==> src/rtl/core/rrsw_pkg.sv <==
// shared types and constants for the round-robin scheduler with wakeup
// used by the channel interfaces and the top level; no dependencies
`timescale 1ns / 1ps

package rrsw_pkg;

  localparam int QUEUE_DEPTH_DEF = 16;

  localparam int KIND_W  = 2;
  localparam int PID_W   = 16;
  localparam int TIME_W  = 16;
  localparam int ENTRY_W = PID_W + TIME_W;
  localparam int CNT_W   = 32;
  localparam int UTIL_W  = 7;
  localparam int PER_W   = 16;

  localparam int APB_AW  = 3;
  localparam int APB_DW  = 32;

  // item kinds
  localparam logic [KIND_W-1:0] KIND_LOAD_READY   = 2'd0;
  localparam logic [KIND_W-1:0] KIND_LOAD_BLOCKED = 2'd1;
  localparam logic [KIND_W-1:0] KIND_TICK         = 2'd2;

  // register word index
  localparam logic [APB_AW-3:0] REG_WAKE_PERIOD = 1'b0;

  localparam logic [PER_W-1:0] WAKE_PERIOD_RST = 16'd4;
  localparam int               PCT_SCALE       = 100;

  typedef enum logic [2:0] {
    S_IDLE,
    S_EXEC,
    S_WAKE,
    S_MUL,
    S_DIV,
    S_DONE
  } state_t;

  // per-item flags gathered while the item is worked on
  typedef struct packed {
    logic [PID_W-1:0] running_pid;
    logic             ran;
    logic             idle;
    logic             finished;
    logic             woke;
    logic [PID_W-1:0] woke_pid;
    logic             load_rejected;
  } flags_t;

  typedef struct packed {
    logic [PID_W-1:0]  running_pid;
    logic              ran;
    logic              idle;
    logic              finished;
    logic              woke;
    logic [PID_W-1:0]  woke_pid;
    logic              all_done;
    logic              load_rejected;
    logic [CNT_W-1:0]  busy_count;
    logic [CNT_W-1:0]  idle_count;
    logic [UTIL_W-1:0] utilization_percent;
  } res_t;

endpackage

==> src/rtl/core/rrsw_in_if.sv <==
// input channel of the scheduler: valid/ready plus one item
// depends on rrsw_pkg for field widths
`timescale 1ns / 1ps

interface rrsw_in_if;
  logic                       valid;
  logic                       ready;
  logic [rrsw_pkg::KIND_W-1:0] kind;
  logic [rrsw_pkg::PID_W-1:0]  process_id;
  logic [rrsw_pkg::TIME_W-1:0] service_time;

  modport source (output valid, output kind, output process_id, output service_time,
                  input ready);
  modport sink   (input valid, input kind, input process_id, input service_time,
                  output ready);
endinterface

==> src/rtl/core/rrsw_out_if.sv <==
// result channel of the scheduler: valid/ready plus one result
// depends on rrsw_pkg for field widths
`timescale 1ns / 1ps

interface rrsw_out_if;
  logic                        valid;
  logic                        ready;
  logic [rrsw_pkg::PID_W-1:0]  running_pid;
  logic                        ran;
  logic                        idle;
  logic                        finished;
  logic                        woke;
  logic [rrsw_pkg::PID_W-1:0]  woke_pid;
  logic                        all_done;
  logic                        load_rejected;
  logic [rrsw_pkg::CNT_W-1:0]  busy_count;
  logic [rrsw_pkg::CNT_W-1:0]  idle_count;
  logic [rrsw_pkg::UTIL_W-1:0] utilization_percent;

  modport source (output valid, output running_pid, output ran, output idle,
                  output finished, output woke, output woke_pid, output all_done,
                  output load_rejected, output busy_count, output idle_count,
                  output utilization_percent, input ready);
  modport sink   (input valid, input running_pid, input ran, input idle,
                  input finished, input woke, input woke_pid, input all_done,
                  input load_rejected, input busy_count, input idle_count,
                  input utilization_percent, output ready);
endinterface

==> src/rtl/core/round_robin_scheduler_with_wakeup.sv <==
// Round-robin scheduler with a one-slice quantum and periodic wakeup of blocked
// processes. Both queues sit in synchronous memories (one write and one registered
// read per cycle). A load, an unused kind or a tick that finds both queues empty
// goes from S_IDLE straight to S_DONE. A working tick passes S_EXEC, S_WAKE only
// when a blocked process wakes (the second write into the ready memory), S_MUL,
// the seven-step restoring division in S_DIV that produces the utilization
// percentage, and S_DONE. The next item is taken while a result still waits in
// the output register. No clearing pass after reset.
// depends on rrsw_pkg, rrsw_in_if, rrsw_out_if
`timescale 1ns / 1ps

module round_robin_scheduler_with_wakeup #(
  parameter int QUEUE_DEPTH = rrsw_pkg::QUEUE_DEPTH_DEF
) (
  input  logic                        clk,
  input  logic                        rst,
  rrsw_in_if.sink                     sched_in,
  rrsw_out_if.source                  sched_out,
  input  logic                        psel,
  input  logic                        penable,
  input  logic                        pwrite,
  input  logic [rrsw_pkg::APB_AW-1:0] paddr,
  input  logic [rrsw_pkg::APB_DW-1:0] pwdata,
  output logic [rrsw_pkg::APB_DW-1:0] prdata,
  output logic                        pready
);

  localparam int AW   = (QUEUE_DEPTH > 1) ? $clog2(QUEUE_DEPTH) : 1;
  localparam int FW   = $clog2(QUEUE_DEPTH + 1);
  localparam int NUMW = rrsw_pkg::CNT_W + rrsw_pkg::UTIL_W + 1;
  localparam int DENW = rrsw_pkg::CNT_W + 1;
  localparam int QBW  = $clog2(rrsw_pkg::UTIL_W);

  localparam logic [AW:0]        DEPTH_A = (AW+1)'(QUEUE_DEPTH);
  localparam logic [FW-1:0]      DEPTH_F = FW'(QUEUE_DEPTH);
  localparam logic [QBW-1:0]     QB_TOP  = QBW'(rrsw_pkg::UTIL_W - 1);
  localparam logic [NUMW-1:0]    SCALE   = NUMW'(rrsw_pkg::PCT_SCALE);
  localparam logic [rrsw_pkg::CNT_W-1:0] CNT_MAX = '1;

  function automatic logic [AW-1:0] wrap_add(input logic [AW-1:0] a,
                                             input logic [AW-1:0] b);
    logic [AW:0] s;
    s = {1'b0, a} + {1'b0, b};
    if (s >= DEPTH_A) begin
      s = s - DEPTH_A;
    end
    return s[AW-1:0];
  endfunction

  // ---------------------------------------------------------------- state
  rrsw_pkg::state_t state, state_next;

  logic [rrsw_pkg::PER_W-1:0] wake_period;
  logic [AW-1:0]              ready_front, blocked_front;
  logic [FW-1:0]              ready_fill, blocked_fill;
  logic [rrsw_pkg::PER_W-1:0] wake_counter;
  logic [rrsw_pkg::CNT_W-1:0] busy_total, idle_total;
  logic [rrsw_pkg::UTIL_W-1:0] util;

  rrsw_pkg::flags_t pend;
  rrsw_pkg::res_t   out_res;
  logic             out_valid;

  logic [rrsw_pkg::ENTRY_W-1:0] wake_entry;
  logic [AW-1:0]                wake_slot;

  logic [NUMW-1:0]             num;
  logic [DENW-1:0]             den;
  logic [rrsw_pkg::UTIL_W-1:0] quot;
  logic [QBW-1:0]              qbit;

  // queue memories
  logic [rrsw_pkg::ENTRY_W-1:0] ready_mem   [QUEUE_DEPTH];
  logic [rrsw_pkg::ENTRY_W-1:0] blocked_mem [QUEUE_DEPTH];
  logic [rrsw_pkg::ENTRY_W-1:0] ready_rdata, blocked_rdata;

  logic                         ready_we, blocked_we;
  logic [AW-1:0]                ready_waddr, blocked_waddr;
  logic [rrsw_pkg::ENTRY_W-1:0] ready_wdata, blocked_wdata;

  // ---------------------------------------------------------------- input decode
  logic                        in_ready, accept, out_free;
  logic [rrsw_pkg::TIME_W-1:0] svc_eff;
  logic [rrsw_pkg::ENTRY_W-1:0] load_entry;
  logic                        ready_room, blocked_room;
  logic                        load_rej;

  assign accept     = sched_in.valid && in_ready;
  assign out_free   = !out_valid || sched_out.ready;
  assign svc_eff    = (sched_in.service_time == '0) ? rrsw_pkg::TIME_W'(1)
                                                    : sched_in.service_time;
  assign load_entry = {sched_in.process_id, svc_eff};
  assign ready_room   = ready_fill < DEPTH_F;
  assign blocked_room = blocked_fill < DEPTH_F;
  assign load_rej     = (sched_in.kind == rrsw_pkg::KIND_LOAD_READY && !ready_room) ||
                        (sched_in.kind == rrsw_pkg::KIND_LOAD_BLOCKED && !blocked_room);

  // ---------------------------------------------------------------- tick datapath
  // valid in S_EXEC: read data reflects the heads, which did not move since accept
  logic                        run, rotate, due, wake;
  logic [rrsw_pkg::TIME_W-1:0] rem;
  logic [FW-1:0]               fill1;
  logic [AW-1:0]               head1, rot_slot;
  logic [rrsw_pkg::PER_W:0]    next_cnt;

  always_comb begin
    run      = ready_fill != '0;
    rem      = ready_rdata[rrsw_pkg::TIME_W-1:0] - rrsw_pkg::TIME_W'(1);
    rotate   = run && (rem != '0);
    fill1    = ready_fill - FW'(run) + FW'(rotate);
    head1    = run ? wrap_add(ready_front, AW'(1)) : ready_front;
    rot_slot = wrap_add(ready_front, ready_fill[AW-1:0]);
    next_cnt = {1'b0, wake_counter} + (rrsw_pkg::PER_W+1)'(1);
    due      = next_cnt >= {1'b0, wake_period};
    wake     = due && (blocked_fill != '0) && (fill1 < DEPTH_F);
  end

  // division step
  logic [NUMW-1:0] den_sh;
  logic            ge;
  always_comb begin
    den_sh = NUMW'(den) << qbit;
    ge     = num >= den_sh;
  end

  // ---------------------------------------------------------------- fsm
  always_ff @(posedge clk) begin
    if (rst) begin
      state <= rrsw_pkg::S_IDLE;
    end else begin
      state <= state_next;
    end
  end

  always_comb begin
    state_next = state;
    unique case (state)
      rrsw_pkg::S_IDLE: begin
        if (accept) begin
          if (sched_in.kind == rrsw_pkg::KIND_TICK &&
              (ready_fill != '0 || blocked_fill != '0)) begin
            state_next = rrsw_pkg::S_EXEC;
          end else begin
            state_next = rrsw_pkg::S_DONE;
          end
        end
      end
      rrsw_pkg::S_EXEC: state_next = wake ? rrsw_pkg::S_WAKE : rrsw_pkg::S_MUL;
      rrsw_pkg::S_WAKE: state_next = rrsw_pkg::S_MUL;
      rrsw_pkg::S_MUL:  state_next = rrsw_pkg::S_DIV;
      rrsw_pkg::S_DIV: begin
        if (qbit == '0) begin
          state_next = rrsw_pkg::S_DONE;
        end
      end
      rrsw_pkg::S_DONE: begin
        if (out_free) begin
          state_next = rrsw_pkg::S_IDLE;
        end
      end
      default: state_next = rrsw_pkg::S_IDLE;
    endcase
  end

  always_comb begin
    in_ready      = 1'b0;
    ready_we      = 1'b0;
    ready_waddr   = rot_slot;
    ready_wdata   = {ready_rdata[rrsw_pkg::ENTRY_W-1:rrsw_pkg::TIME_W], rem};
    blocked_we    = 1'b0;
    blocked_waddr = wrap_add(blocked_front, blocked_fill[AW-1:0]);
    blocked_wdata = load_entry;
    unique case (state)
      rrsw_pkg::S_IDLE: begin
        in_ready    = 1'b1;
        ready_waddr = wrap_add(ready_front, ready_fill[AW-1:0]);
        ready_wdata = load_entry;
        ready_we    = accept && sched_in.kind == rrsw_pkg::KIND_LOAD_READY && ready_room;
        blocked_we  = accept && sched_in.kind == rrsw_pkg::KIND_LOAD_BLOCKED &&
                      blocked_room;
      end
      rrsw_pkg::S_EXEC: ready_we = rotate;
      rrsw_pkg::S_WAKE: begin
        ready_we    = 1'b1;
        ready_waddr = wake_slot;
        ready_wdata = wake_entry;
      end
      rrsw_pkg::S_MUL, rrsw_pkg::S_DIV, rrsw_pkg::S_DONE: begin
      end
      default: begin
      end
    endcase
  end

  assign sched_in.ready = in_ready;

  // ---------------------------------------------------------------- memories
  always_ff @(posedge clk) begin
    if (ready_we) begin
      ready_mem[ready_waddr] <= ready_wdata;
    end
    ready_rdata <= ready_mem[ready_front];
  end

  always_ff @(posedge clk) begin
    if (blocked_we) begin
      blocked_mem[blocked_waddr] <= blocked_wdata;
    end
    blocked_rdata <= blocked_mem[blocked_front];
  end

  // ---------------------------------------------------------------- control state
  always_ff @(posedge clk) begin
    if (rst) begin
      ready_front   <= '0;
      ready_fill    <= '0;
      blocked_front <= '0;
      blocked_fill  <= '0;
      wake_counter  <= '0;
      busy_total    <= '0;
      idle_total    <= '0;
      util          <= '0;
    end else begin
      unique case (state)
        rrsw_pkg::S_IDLE: begin
          if (ready_we) begin
            ready_fill <= ready_fill + FW'(1);
          end
          if (blocked_we) begin
            blocked_fill <= blocked_fill + FW'(1);
          end
        end
        rrsw_pkg::S_EXEC: begin
          ready_front <= head1;
          ready_fill  <= fill1 + FW'(wake);
          if (wake) begin
            blocked_front <= wrap_add(blocked_front, AW'(1));
            blocked_fill  <= blocked_fill - FW'(1);
            wake_counter  <= '0;
          end else if (due) begin
            wake_counter <= wake_period;
          end else begin
            wake_counter <= next_cnt[rrsw_pkg::PER_W-1:0];
          end
          if (run) begin
            if (busy_total != CNT_MAX) begin
              busy_total <= busy_total + rrsw_pkg::CNT_W'(1);
            end
          end else if (idle_total != CNT_MAX) begin
            idle_total <= idle_total + rrsw_pkg::CNT_W'(1);
          end
        end
        rrsw_pkg::S_DIV: begin
          if (qbit == '0) begin
            util <= (den == '0) ? '0 : (quot | rrsw_pkg::UTIL_W'(ge));
          end
        end
        rrsw_pkg::S_WAKE, rrsw_pkg::S_MUL, rrsw_pkg::S_DONE: begin
        end
        default: begin
        end
      endcase
    end
  end

  // ---------------------------------------------------------------- payload
  always_ff @(posedge clk) begin
    unique case (state)
      rrsw_pkg::S_IDLE: begin
        if (accept) begin
          pend <= '{running_pid: '0, ran: 1'b0, idle: 1'b0, finished: 1'b0,
                    woke: 1'b0, woke_pid: '0, load_rejected: load_rej};
        end
      end
      rrsw_pkg::S_EXEC: begin
        pend.running_pid <= run ? ready_rdata[rrsw_pkg::ENTRY_W-1:rrsw_pkg::TIME_W] : '0;
        pend.ran         <= run;
        pend.idle        <= !run;
        pend.finished    <= run && !rotate;
        pend.woke        <= wake;
        pend.woke_pid    <= wake ? blocked_rdata[rrsw_pkg::ENTRY_W-1:rrsw_pkg::TIME_W]
                                 : '0;
        wake_entry       <= blocked_rdata;
        wake_slot        <= wrap_add(head1, fill1[AW-1:0]);
      end
      rrsw_pkg::S_MUL: begin
        // busy*100 over busy+idle, quotient never above 100
        num  <= NUMW'(busy_total) * SCALE;
        den  <= DENW'(busy_total) + DENW'(idle_total);
        quot <= '0;
        qbit <= QB_TOP;
      end
      rrsw_pkg::S_DIV: begin
        if (ge) begin
          num        <= num - den_sh;
          quot[qbit] <= 1'b1;
        end
        qbit <= qbit - QBW'(1);
      end
      rrsw_pkg::S_WAKE, rrsw_pkg::S_DONE: begin
      end
      default: begin
      end
    endcase
  end

  // ---------------------------------------------------------------- result register
  always_ff @(posedge clk) begin
    if (rst) begin
      out_valid <= 1'b0;
    end else if (state == rrsw_pkg::S_DONE && out_free) begin
      out_valid <= 1'b1;
    end else if (sched_out.ready) begin
      out_valid <= 1'b0;
    end
  end

  always_ff @(posedge clk) begin
    if (state == rrsw_pkg::S_DONE && out_free) begin
      out_res.running_pid         <= pend.running_pid;
      out_res.ran                 <= pend.ran;
      out_res.idle                <= pend.idle;
      out_res.finished            <= pend.finished;
      out_res.woke                <= pend.woke;
      out_res.woke_pid            <= pend.woke_pid;
      out_res.all_done            <= (ready_fill == '0) && (blocked_fill == '0);
      out_res.load_rejected       <= pend.load_rejected;
      out_res.busy_count          <= busy_total;
      out_res.idle_count          <= idle_total;
      out_res.utilization_percent <= util;
    end
  end

  assign sched_out.valid               = out_valid;
  assign sched_out.running_pid         = out_res.running_pid;
  assign sched_out.ran                 = out_res.ran;
  assign sched_out.idle                = out_res.idle;
  assign sched_out.finished            = out_res.finished;
  assign sched_out.woke                = out_res.woke;
  assign sched_out.woke_pid            = out_res.woke_pid;
  assign sched_out.all_done            = out_res.all_done;
  assign sched_out.load_rejected       = out_res.load_rejected;
  assign sched_out.busy_count          = out_res.busy_count;
  assign sched_out.idle_count          = out_res.idle_count;
  assign sched_out.utilization_percent = out_res.utilization_percent;

  // ---------------------------------------------------------------- register port
  logic cfg_hit;
  assign cfg_hit = paddr[rrsw_pkg::APB_AW-1:2] == rrsw_pkg::REG_WAKE_PERIOD;

  always_ff @(posedge clk) begin
    if (rst) begin
      wake_period <= rrsw_pkg::WAKE_PERIOD_RST;
    end else if (psel && penable && pwrite && pready && cfg_hit) begin
      wake_period <= pwdata[rrsw_pkg::PER_W-1:0];
    end
  end

  assign pready = 1'b1;
  assign prdata = cfg_hit ? rrsw_pkg::APB_DW'(wake_period) : '0;

endmodule
==> src/flat_wrapper.sv <==
// flat-port wrapper written by rule: the top's interface ports become plain ports
module round_robin_scheduler_with_wakeup_flat 
#(
  parameter int QUEUE_DEPTH = rrsw_pkg::QUEUE_DEPTH_DEF
)
  (clk, rst, psel, penable, pwrite, paddr, pwdata, prdata, pready, sched_in_valid, sched_in_kind, sched_in_process_id, sched_in_service_time, sched_in_ready, sched_out_valid, sched_out_running_pid, sched_out_ran, sched_out_idle, sched_out_finished, sched_out_woke, sched_out_woke_pid, sched_out_all_done, sched_out_load_rejected, sched_out_busy_count, sched_out_idle_count, sched_out_utilization_percent, sched_out_ready);
  rrsw_in_if sched_in_i ();
  rrsw_out_if sched_out_i ();
  input  logic clk;
  input  logic rst;
  input  logic psel;
  input  logic penable;
  input  logic pwrite;
  input  logic [rrsw_pkg::APB_AW-1:0] paddr;
  input  logic [rrsw_pkg::APB_DW-1:0] pwdata;
  output logic [rrsw_pkg::APB_DW-1:0] prdata;
  output logic pready;
  input wire logic [$bits(sched_in_i.valid)-1:0] sched_in_valid;
  input wire logic [$bits(sched_in_i.kind)-1:0] sched_in_kind;
  input wire logic [$bits(sched_in_i.process_id)-1:0] sched_in_process_id;
  input wire logic [$bits(sched_in_i.service_time)-1:0] sched_in_service_time;
  output wire logic [$bits(sched_in_i.ready)-1:0] sched_in_ready;
  output wire logic [$bits(sched_out_i.valid)-1:0] sched_out_valid;
  output wire logic [$bits(sched_out_i.running_pid)-1:0] sched_out_running_pid;
  output wire logic [$bits(sched_out_i.ran)-1:0] sched_out_ran;
  output wire logic [$bits(sched_out_i.idle)-1:0] sched_out_idle;
  output wire logic [$bits(sched_out_i.finished)-1:0] sched_out_finished;
  output wire logic [$bits(sched_out_i.woke)-1:0] sched_out_woke;
  output wire logic [$bits(sched_out_i.woke_pid)-1:0] sched_out_woke_pid;
  output wire logic [$bits(sched_out_i.all_done)-1:0] sched_out_all_done;
  output wire logic [$bits(sched_out_i.load_rejected)-1:0] sched_out_load_rejected;
  output wire logic [$bits(sched_out_i.busy_count)-1:0] sched_out_busy_count;
  output wire logic [$bits(sched_out_i.idle_count)-1:0] sched_out_idle_count;
  output wire logic [$bits(sched_out_i.utilization_percent)-1:0] sched_out_utilization_percent;
  input wire logic [$bits(sched_out_i.ready)-1:0] sched_out_ready;
  assign sched_in_i.valid = sched_in_valid;
  assign sched_in_i.kind = sched_in_kind;
  assign sched_in_i.process_id = sched_in_process_id;
  assign sched_in_i.service_time = sched_in_service_time;
  assign sched_in_ready = sched_in_i.ready;
  assign sched_out_valid = sched_out_i.valid;
  assign sched_out_running_pid = sched_out_i.running_pid;
  assign sched_out_ran = sched_out_i.ran;
  assign sched_out_idle = sched_out_i.idle;
  assign sched_out_finished = sched_out_i.finished;
  assign sched_out_woke = sched_out_i.woke;
  assign sched_out_woke_pid = sched_out_i.woke_pid;
  assign sched_out_all_done = sched_out_i.all_done;
  assign sched_out_load_rejected = sched_out_i.load_rejected;
  assign sched_out_busy_count = sched_out_i.busy_count;
  assign sched_out_idle_count = sched_out_i.idle_count;
  assign sched_out_utilization_percent = sched_out_i.utilization_percent;
  assign sched_out_i.ready = sched_out_ready;
  round_robin_scheduler_with_wakeup #(.QUEUE_DEPTH(QUEUE_DEPTH)) u_core (.clk(clk), .rst(rst), .sched_in(sched_in_i), .sched_out(sched_out_i), .psel(psel), .penable(penable), .pwrite(pwrite), .paddr(paddr), .pwdata(pwdata), .prdata(prdata), .pready(pready));
endmodule
==> config.mk <==
export PLATFORM = sky130hd
export DESIGN_NAME = round_robin_scheduler_with_wakeup_flat
export DESIGN_NICKNAME = d
export VERILOG_FILES = /design/src/rtl/core/rrsw_pkg.sv /design/src/rtl/core/rrsw_in_if.sv /design/src/rtl/core/rrsw_out_if.sv /design/src/rtl/core/round_robin_scheduler_with_wakeup.sv /design/src/flat_wrapper.sv
export SDC_FILE = /design/constraint.sdc
export NUM_CORES = 2
export LEC_CHECK = 0
export BUFFER_PORTS_ARGS = -buffer_cell sky130_fd_sc_hd__buf_2
export CAP_MARGIN = 20
export CELL_PAD_IN_SITES_DETAIL_PLACEMENT = 0
export CELL_PAD_IN_SITES_GLOBAL_PLACEMENT = 1
export CORE_MARGIN = 10
export CORE_UTILIZATION = 36
export DETAILED_ROUTE_END_ITERATION = 6
export PLACE_DENSITY = 0.63
export SYNTH_ARGS = -nofsm -noshare
export SYNTH_HDL_FRONTEND = slang
export SYNTH_SLANG_ARGS = --single-unit
export TNS_END_PERCENT = 5
==> constraint.sdc <==
create_clock -name clk -period 8.95 [get_ports clk]
set_input_delay 1.79 -clock clk [delete_from_list [all_inputs] [get_ports clk]]
set_output_delay 1.79 -clock clk [all_outputs]
set_load 0.01 [all_outputs]
======== Yosys cells after proc, flatten, opt, wreduce, memory -nomap -nowiden ========
Memory sizes are Yosys's and may differ from the RTL's. A register that Yosys moved wholly into a read port is not among the register bits.
Cells that the tools add are included.
storage, ports and cells
  register bits ........................... 390
  bits in writable memories ............... 1024
  bits of input ports ..................... 76
  output and inout bits ................... 144
  logic and storage cells ................. 187
  memories kept ........................... 2
memories
  memory              depth  width  rd ports  clocked after Yosys merged registers in  wr ports  line                                     source
  u_core.blocked_mem  16     32     1         1                                        1         round_robin_scheduler_with_wakeup.sv:74  logic [rrsw_pkg::ENTRY_W-1:0] blocked_mem [QUEUE_DEPTH];
  u_core.ready_mem    16     32     1         1                                        1         round_robin_scheduler_with_wakeup.sv:73  logic [rrsw_pkg::ENTRY_W-1:0] ready_mem [QUEUE_DEPTH];
operators by class
  add/sub/neg operators ................... 23
  $mul .................................... 1
  magnitude comparators ................... 12
  equal/unequal tests ..................... 16
  shift operators ......................... 1
  multiplexer cells ....................... 44
  bitwise operators ....................... 4
  reduce and logical (&&, ||, !) cells .... 49
operator list
  cell                     number
  $mux W16                 6
  $pmux W40 S2             1
  $pmux W36 S2             1
  $add A32 B1 Y32 const B  2
  $ne A32 B32 Y1 const B   2
  $pmux W32 S2             1
  $ge A40 B40 Y1           1
  $mux W40                 1
  $shl A33 B3 Y40          1
  $sub A40 B40 Y40         1
  $mul A32 B5 Y37 const B  1
  $mux W37                 1
  $add A32 B32 Y33         1
  $logic_not A33 Y1        1
  $mux W4                  7
  $ge A5 B5 Y1 const B     5
  $pmux W5 S2              2
  $sub A4 B1 Y4 const B    5
  $logic_and A1 B1 Y1      18
  $pmux W3 S6              1
  $add A16 B1 Y17 const B  1
  $ge A17 B16 Y1           1
  $logic_not A16 Y1        1
  $reduce_bool A16 Y1      1
  other kinds (37)         87

======== Depth between registers and ports, before layout ========
  depth after elaboration ................. 8
  gate-level depth with buffers ........... 25
  depth with buffers taken out ............ 24

======== Least setup slack after synthesis ========
OpenSTA, ideal clock, no wires.
  path type ............................... reg-to-reg
  start ................................... reg u_core.qbit[0]
  end ..................................... reg u_core.num[0] (enable)
  data arrival time ....................... 6.762 ns
  slack ................................... 1.667 ns
  stages on the path, launching flop included .. 16
  clock period less this slack ............ 7.283 ns
  cells stage by stage .................... edfxtp_1 -> buf_2 -> clkbuf_1 -> clkinv_1 -> o31a_1 -> mux2i_1 -> ha_1 -> clkbuf_1 -> nand4_1 -> nor3_1 -> o31ai_2 -> nand4b_2 -> a2111oi_4 -> o211ai_2 -> a21oi_1 -> o31ai_1
between the ends
  cells in the longest elaborated chain, start to end .. 4
RTL lines
  item                                line                                      source
  start, declared                     round_robin_scheduler_with_wakeup.sv:70   logic [QBW-1:0] qbit;
  start signal, assigned              round_robin_scheduler_with_wakeup.sv:298  qbit <= qbit - QBW'(1);
  $shl A33 B3 Y40                     round_robin_scheduler_with_wakeup.sv:122  den_sh = NUMW'(den) << qbit;
  $ge A40 B40 Y1                      round_robin_scheduler_with_wakeup.sv:123  ge = num >= den_sh;
  $ne A2 B1 Y1 (no source line)       --
  $reduce_and A2 Y1 (no source line)  --
  end signal, assigned                round_robin_scheduler_with_wakeup.sv:288  num <= NUMW'(busy_total) * SCALE;
  end signal, assigned                round_robin_scheduler_with_wakeup.sv:295  num <= num - den_sh;
  end, declared                       round_robin_scheduler_with_wakeup.sv:67   logic [NUMW-1:0] num;
Every way passes these cells.
A chain may end at the register's enable or synchronous reset.

======== Final worst setup path ========
  start ................................... reg u_core.qbit[1]
  end ..................................... reg u_core.num[21] (enable)
Same word-level chain as after synthesis.

==> summary.txt <==
Outcome
  • Outcome: finished clean

Power and ir drop
  • Tot Pwr: 18300 uW
  • Net switching power figure: 4940 uW
  • Switching share of power: 27.0%
  • Internal: 13300 uW
  • Part of the total power dissipated in the clock network: 36.1%
  • Leakage component of the power: 0.0260 uW
  • Part of the power in combinational logic: 16.7%
  • Sequential group share of total power: 47.1%
  • Power Dens Cells: 244 nW/um^2
  • VDD IR max: 0.165 mV

Placed design
  • Detailed placement HPWL: 105000 um
  • Global placement routability congestion: 0.802
  • Port Buffer Count: 184

Layout
  • Share of layout cells above drive strength 1: 19.0%
  • Growth of design area from synthesis to finish: 14.3%
  • Most common library cell in the layout ignoring fill and taps: sky130_fd_sc_hd__edfxtp_1
  • Layout net count: 4885
  • Most frequent cells in the layout: sky130_fd_sc_hd__edfxtp_1, sky130_fd_sc_hd__mux4_2, sky130_fd_sc_hd__nand2_1, sky130_fd_sc_hd__ha_1, sky130_fd_sc_hd__inv_1
  • Count of filler cells inserted in the layout: 16521

Synth
  • Number of instances in the synthesized netlist: 4308
  • Number of distinct standard cells referenced by the synthesized netlist: 103
  • Primary flip-flop cell chosen by synthesis mapping: sky130_fd_sc_hd__edfxtp_1
  • Library cell occupying the most area in the post-synthesis netlist: sky130_fd_sc_hd__edfxtp_1
  • Total number of yosys warnings: 0
  • Proportion of synthesized chip area in sequential cells: 64.9%
  • Post-synth EDFFs: 1289
  • Post-synthesis instance area: 65500 um^2
  • Number of register bits inferred by synthesis: 1478
  • Post-synth top area share: 59.1%
  • Async set or reset register ratio after synthesis: 0%
  • Largest cells by area after synthesis: sky130_fd_sc_hd__edfxtp_1, sky130_fd_sc_hd__mux4_2, sky130_fd_sc_hd__dfxtp_1
  • Per-instance average area after synthesis: 15.2 um^2

Timing
  • Transition time at the pin with the least slew margin: 1.07 ns
  • Share of the clock period used by the worst path: 60.3%
  • Final critical-path required period: 5.40 ns
  • Achievable clock frequency: 185 MHz
  • Unrepaired setup endpoints after global routing: false
  • Final hold violation count: 0
  • Number of max-slew violations in the final report: 0
  • Final setup TNS: 0 ns
  • Worst slew margin: 28.8%
  • Setup Viol. Count Final: 0
  • Final worst clock skew: 0.0466 ns

Critical path
  • Kind of critical path: flip-flop to flip-flop
  • R2R depth: 13
  • CP Launch Point: u_core.qbit[1]
  • Capture point of the critical path: u_core.num[21]
  • Reg2Reg Capture Point: u_core.num[21]
  • Endpoint kind of the worst setup timing path: flip-flop
  • Startpoint kind of the worst setup timing path: flip-flop
  • Worst EP required: 9.34 ns
  • Highest fanout seen on the critical path: 44
  • Worst R2R Setup Slack: 3.55 ns
  • Data arrival time of the critical path: 5.79 ns
  • Worst reg2reg startpoint: u_core.qbit[1]

Clock tree
  • Clock insertion delay at the later pin of the skew report: 0.80 ns
  • Number of clock buffers inserted by TritonCTS: 161
  • Maximum root-to-sink buffer count: 3
  • Clock tree from TritonCTS: built
  • Number of buffers added for setup after CTS: 0
  • H-tree depth: 4
  • Clock edge transition at the registers on the reported setup and hold paths: 0.06 ns
  • Hold buffer count at cts: 0
  • Clock root buffer master: sky130_fd_sc_hd__clkbuf_16
  • Post-CTS resize count: 0
  • Clock sinks: 1478

Route
  • DRT antenna net count: 0
  • Total via count after detailed routing: 36985
  • Drt via density: 5.24
  • Average wire per cell in the routed design: 24.3 um
  • WL final: 172000 um
  • Detailed-routing iteration count for the pre-antenna-repair pass: 5
  • DRC violations left: 0
  • Initial detailed-routing violation count: 2960

Floorplan
  • Site Rows: 156
  • Starting density of the core: 36.2%
  • Die boundary width: 446 um
  • Area of the die: 199000 um^2
  • Height of the die: 446 um
  • I/O pins: 220
  • Area of the core region: 181000 um^2

Global routing
  • Number of global-route vias before repair: 37694
  • Global route overflow: 0
  • Pin count of the biggest net entering global routing: 118
  • Global-route wire length before repair: 252000 um
  • Global-route usage over all layers: 16.9%
  • Number of antenna violations at the first check in global routing: 11

Worst hold path
  • Min-delay worst type: flip-flop to flip-flop

Job
  • Max-cap violation count: 0
metal layers:
| layer | global-route usage (%) | vias up | share of wire, % |
|---|---|---|---|
| met1 | 22.2 | 18899 | 43 |
| li1 | - | 17007 | - |
| met2 | 28.8 | 835 | 50 |
| met5 | 0 | - | 0.021 |
| met3 | 2.38 | 238 | 4.2 |
| met4 | 5.25 | 6 | 2.8 |
sequential cells by signal, summed over array words and instances, names as in the netlist, 5 cells and up:
register and count:
u_core.ready_mem 512, u_core.num 40, u_core.sched_out.woke_pid 16, u_core.busy_total 32, u_core.pend 37, u_core.wake_counter 16
u_core.wake_period 16, u_core.wake_entry 32, u_core.blocked_fill 5, u_core.sched_out.utilization_percent 7, u_core.idle_total 32, u_core.ready_rdata 32
u_core.blocked_mem 512, u_core.quot 7, u_core.den 33, u_core.sched_out.busy_count 32, u_core.sched_out.running_pid 16, u_core.util 7
u_core.sched_out.idle_count 32, u_core.blocked_rdata 32, u_core.ready_fill 5
logic make-up (layout without fill, tap and decap cells):
family / count (synthesis) / count (layout) / synth area share (%)
AOI/OAI and AO/OA: 659 / 659 / 6.39
xor gates and xnor gates: 201 / 201 / 2.69
adders and majority gates: 256 / 256 / 5.28
buffers and inverters: 423 / 789 / 2.60
DFF: 1478 / 1478 / 64.9
muxes: 459 / 459 / 11.8
other: 2 / 18 / 0.0115
and+or+nand+nor: 830 / 830 / 6.33
through the flow:
| step | instance area (um^2) | utilization, % | hold slack (ns) | cells | worst slack, ns |
|---|---|---|---|---|---|
| 2_1_floorplan | 65500 | - | 0.386 | 4323 | 1.67 |
| 3_3_place_gp | 69500 | 38.4 | 0.387 | 6753 | 3.45 |
| 3_5_place_dp | 69500 | 38.5 | 0.389 | 6754 | 3.45 |
| 4_1_cts | 74800 | 41.4 | 0.402 | 7053 | 3.44 |
| 5_1_grt | 74800 | 41.4 | 0.407 | 7059 | 3.21 |
| 6_report | 74800 | 41.4 | 0.402 | 7060 | 3.55 |
cell type report:
type	count	area (um^2)	area share [%]
well taps	2370	2970	3.96
clock buffers	232	4540	6.07
repair buffers	279	1660	2.22
diodes	1	2.50	0.00334
clock inverters	67	747	0.998
inverters	211	793	1.06
flip-flops and latches	1478	42500	56.8
multi-input cells	2422	21600	28.9
critical path: stages (launching register included):
cell	delay (ns)
sky130_fd_sc_hd__edfxtp_1	0.31
sky130_fd_sc_hd__buf_4	0.43
sky130_fd_sc_hd__clkinv_1	0.55
sky130_fd_sc_hd__nand3_1	0.22
sky130_fd_sc_hd__o21ai_0	0.12
sky130_fd_sc_hd__mux2i_1	0.21
sky130_fd_sc_hd__ha_1	0.31
sky130_fd_sc_hd__nand4_1	0.17
sky130_fd_sc_hd__or4_1	0.58
sky130_fd_sc_hd__nor4_1	0.44
sky130_fd_sc_hd__a311o_1	0.27
sky130_fd_sc_hd__a21oi_1	0.09
sky130_fd_sc_hd__o31ai_4	0.69
sky130_fd_sc_hd__buf_4	0.57
worst min path at each step:
stage | from | endpoint | slack, ns | cells past startpoint
2_1_floorplan | u_core.blocked_rdata[0] | u_core.wake_entry[0] | 0.39 | 0
3_3_place_gp | u_core.blocked_rdata[1] | u_core.wake_entry[1] | 0.39 | 0
3_5_place_dp | u_core.blocked_rdata[9] | u_core.wake_entry[9] | 0.39 | 0
4_1_cts | u_core.blocked_rdata[9] | u_core.wake_entry[9] | 0.40 | 0
5_1_grt | u_core.blocked_rdata[7] | u_core.wake_entry[7] | 0.41 | 0
6_report | u_core.blocked_rdata[9] | u_core.wake_entry[9] | 0.40 | 0
cell usage after synthesis, drive strengths merged, types with 13 or more instances:
master	number
a211oi	33
a21o	49
a21oi	199
a221oi	35
a22oi	39
a31oi	18
and2	32
and3	49
buf	67
clkbuf	145
dfxtp	189
edfxtp	1289
fa	34
ha	222
inv	209
mux2	31
mux2i	181
mux4	247
nand2	251
nand2b	21
nand3	68
nand3b	15
nand4	31
nor2	215
nor2b	28
nor3	38
nor4	25
o211ai	13
o21a	13
o21ai	187
or3	14
xnor2	125
xor2	76
power by group through the flow:
stage,clock [uW],sequential (uW),combinational [uW]
after floorplan,0,8660,2020
after global placement,0,8740,3030
after detailed placement,0,8750,3080
after CTS,6760,8610,3090
after global routing,7040,8640,3370
final,6600,8600,3050
Note: power is estimated with default switching activity, not from simulation.
